`src/hdl/arf_ram.sv`:
```
// Simple dual-port RAM: one write port, one read port with registered data.
module arf_ram #(
  parameter int WIDTH = 8,
  parameter int DEPTH = 256,
  localparam int AW = $clog2(DEPTH)
) (
  input  logic             clk,
  input  logic             we,
  input  logic [AW-1:0]    waddr,
  input  logic [WIDTH-1:0] wdata,
  input  logic [AW-1:0]    raddr,
  output logic [WIDTH-1:0] rdata
);

  logic [WIDTH-1:0] mem [DEPTH];
  logic [WIDTH-1:0] rdata_r;

  always_ff @(posedge clk) begin
    if (we) begin
      mem[waddr] <= wdata;
    end
    rdata_r <= mem[raddr];
  end

  assign rdata = rdata_r;

endmodule

```
`config.mk`:
```
export PLATFORM = sky130hd
export DESIGN_NAME = arf_ram
export DESIGN_NICKNAME = d
export VERILOG_FILES = /design/src/hdl/arf_ram.sv
export SDC_FILE = /design/constraint.sdc
export NUM_CORES = 2
export LEC_CHECK = 0
export ABC_CLOCK_PERIOD_IN_PS = 2800
export BUFFER_PORTS_ARGS = -buffer_cell sky130_fd_sc_hd__buf_2
export CAP_MARGIN = 20
export CORE_MARGIN = 2
export CORE_UTILIZATION = 40
export CTS_CLUSTER_DIAMETER = 50
export DETAILED_ROUTE_END_ITERATION = 10
export PLACE_DENSITY_LB_ADDON = 0.05
export SETUP_SLACK_MARGIN = 0.5
export SYNTH_ARGS = -nofsm -noshare
export SYNTH_HDL_FRONTEND = slang
export SYNTH_SLANG_ARGS = --single-unit
export TNS_END_PERCENT = 100
```
`constraint.sdc`:
```
create_clock -name clk -period 2.8 [get_ports clk]
set_input_delay 0.42 -clock clk [delete_from_list [all_inputs] [get_ports clk]]
set_output_delay 0.42 -clock clk [all_outputs]
set_load 0.05 [all_outputs]
```
==> key figures <==
Clock tree
  • Root Buffer Master: clkbuf_16
  • CTS tree: yes
  • Clk sink count: between 2000 and 2500
  • Htree depth: 4
  • Clock Latency Late Sink: ~0.87 ns
  • Total CTS buffers: 227
  • Longest Clk Path Bufs: 3
  • Clock transition at path regs: around 0.070 ns

Finish
  • Most frequent cells in the layout: edfxtp_1 (2048), buf_4 (677), mux4_2 (454), nor2_1 (276), clkbuf_16 (233)
  • Commonest non-fill, non-tap cell in the layout: edfxtp_1
  • Area Overhead vs Synth: 21.2%
  • Storage cell area: about 62000 um^2
  • Final instance area: approximately 96000 um^2
  • Final core occ: 0.489
  • Share of layout cells above drive strength 1: 0.349
  • Area of the multi-input gates: between 15000 and 20000 um^2
  • Filler Cell Count: 16300
  • Nets: 4553

Synthesis
  • EDFF count, synth: a little over 2000
  • Main synth FF type: edfxtp_1
  • Post-synthesis sequential area ratio: 0.775
  • Synthesized area: between 70000 and 80000 um^2
  • Mapped Avg Cell Area: between 20 and 25 um^2
  • Synth Register Bits: ~2100
  • Post-synth ARST share: 0
  • Syn_nets: 3759
  • Unique masters post-synth: between 50 and 60
  • Cells after Synth: roughly 3700
  • Ys Warns: 0

Setup path
  • CP required: roughly 3.6 ns
  • Worst Path Arrival: ~3.2 ns
  • Critical path class: register to register
  • Critical path startpoint category: register
  • Critical Path End Type: register
  • CP Max Fanout: 1

Place
  • Input/output buffers: 33
  • GPL Wtd Cong: a little over 0.8
  • Setup slack at placement: -1.09 ns
  • Dpl hpwl: ~150 mm
  • Placed cell areas: 88300 um^2

Drt
  • WL/cell: 30.5 um
  • DR pass1 iterations: 5
  • Via Count: 40800
  • Antenna viol nets, final: 0
  • Drt total wl: 225 mm
  • Drt drc: 0
  • Initial drt markers: between 4000 and 5000
  • Drt via density: roughly 5.5

Floorplanning
  • Horiz. Die Dim: around 450 um
  • Starting density of the core: 0.403
  • Row cnt: about 160
  • Core Box Area: around 200000 um^2
  • Die height: 450 um
  • Io pins: 34
  • Die area: 202000 um^2

Hold path
  • Hold Crit Class: primary input to register

Timing
  • Clk_skew: approximately 0.036 ns
  • Hold Fails Final Rpt: 0
  • Post-route setup slack: 0.373 ns
  • Final worst path period share: 0.867
  • Slew Limit Fails: 0
  • Fin crit period: 2.43 ns
  • TNS Setup: 0 ns
  • Final-report setup violation count: 0
  • Max Clk Rate: 412 MHz
  • RSZ-0062 raised after global routing: yes
  • Worst slew margin: 0.289
  • Worst slew pin tran: about 1.1 ns

Global route
  • Initial antenna violation count: 15
  • GRT Util Overall: 0.222
  • First-pass GRT wire length: 320 mm
  • Largest net degree at the start of global routing: slightly below 100
  • Overflow after GRT: 0
  • Vias in the first global route: between 40000 and 50000

Run status
  • Outcome: finished clean

Power
  • PD cells: roughly 700 nW/um^2
  • Pleak: 0.0314 uW
  • Peak supply drop: approximately 0.57 mV
  • Total power: 67900 uW

Job
  • Max Cap Viol: 0
## worst max-delay path: stages, from the launching register on
cell and delay [ns]:
edfxtp_1 0.38, mux4_2 0.51, mux4_2 0.54, nor2_4 0.12, a2111oi_4 0.07, nor3_4 0.49
buf_6 0.19, nor4_4 0.04
## cells by family after synthesis
family,synth area share
flops,0.775
simple gates,0.0263
compound gates,0.0342
mux,0.146
buf+inv,0.0183
## per-layer routing
metal | up-vias | global-route usage | routed length, um
li1 | 17400 | - | -
met1 | 21900 | 0.308 | 96800
met2 | 1218 | 0.369 | 111000
met3 | 300 | 0.0352 | 12100
met4 | 0 | 0.0555 | 4990
met5 | - | 0 | 0
## sequential cells by signal, summed over array words and instances, names as in the netlist
name	flops
mem	2048
rdata	8
## where the power goes
part	total, uW	leakage [uW]	switching [uW]	internal [uW]
clock	30000	0.00369	12300	17700
sequential	34000	0.0185	47.0	33900
combinational	3920	0.00927	2370	1550
## metrics by stage
step | instances | hold slack [ns]
after detailed placement | 6926 | 0.858
after global placement | 6923 | 0.851
after global routing | 7367 | 0.0478
after floorplan | 3733 | 0.519
final | 7371 | 0.0499
after CTS | 7361 | 0.0106
## repair_timing
action                                 in CTS  in global routing
buffers inserted                            0                  6
resized for setup                          53                 18
cloned                                      1                  0
pin swaps                                   8                  8
setup endpoints to repair                   9                  8
hold buffers                                5                  0
endpoints found under the hold margin     127                  0
## cell usage after synthesis (10+ instances only)
cell type | instances | area share
edfxtp_1 | 2048 | 0.77
mux4_2 | 454 | 0.13
nor2_1 | 282 | 0.013
mux2i_1 | 134 | 0.017
a22oi_1 | 133 | 0.013
clkbuf_1 | 111 | 0.0052
a21oi_1 | 96 | 0.0060
o221ai_1 | 46 | 0.0051
nand3_1 | 34 | 0.0021
nand2_1 | 33 | 0.0016
buf_2 | 31 | 0.0020
nor2b_1 | 31 | 0.0024
o22ai_1 | 28 | 0.0022
buf_4 | 27 | 0.0025
nor4_1 | 24 | 0.0019
buf_1 | 22 | 0.0010
nor3_1 | 22 | 0.0014
buf_6 | 21 | 0.0030
a211oi_1 | 16 | 0.0015
a221oi_1 | 13 | 0.0014
buf_8 | 13 | 0.0025
nand4_1 | 10 | 0.00079
o211ai_1 | 10 | 0.00094
o21ai_0 | 10 | 0.00063
## final timing paths
check / cells past startpoint / slack (ns) / to / from
setup / recovery: 7 / 0.37 / rdata[7] / mem[140][7]
hold / removal: 1 / 0.05 / mem[60][7] / wdata[7]
setup reg to reg: 7 / 0.37 / rdata[7] / mem[140][7]
hold reg to reg: 7 / 1.02 / rdata[5] / mem[33][5]
## layout make-up
cell class,instances,share of cell area
multi-input combinational,1442,0.175
antenna,4,0.000104
sequential,2056,0.639
clock buffer,267,0.0618
inverter,2,0.0000778
tap,2640,0.0342
clock inverter,162,0.0168
timing repair buffer,798,0.0732
(Power assumes the default switching activity.)
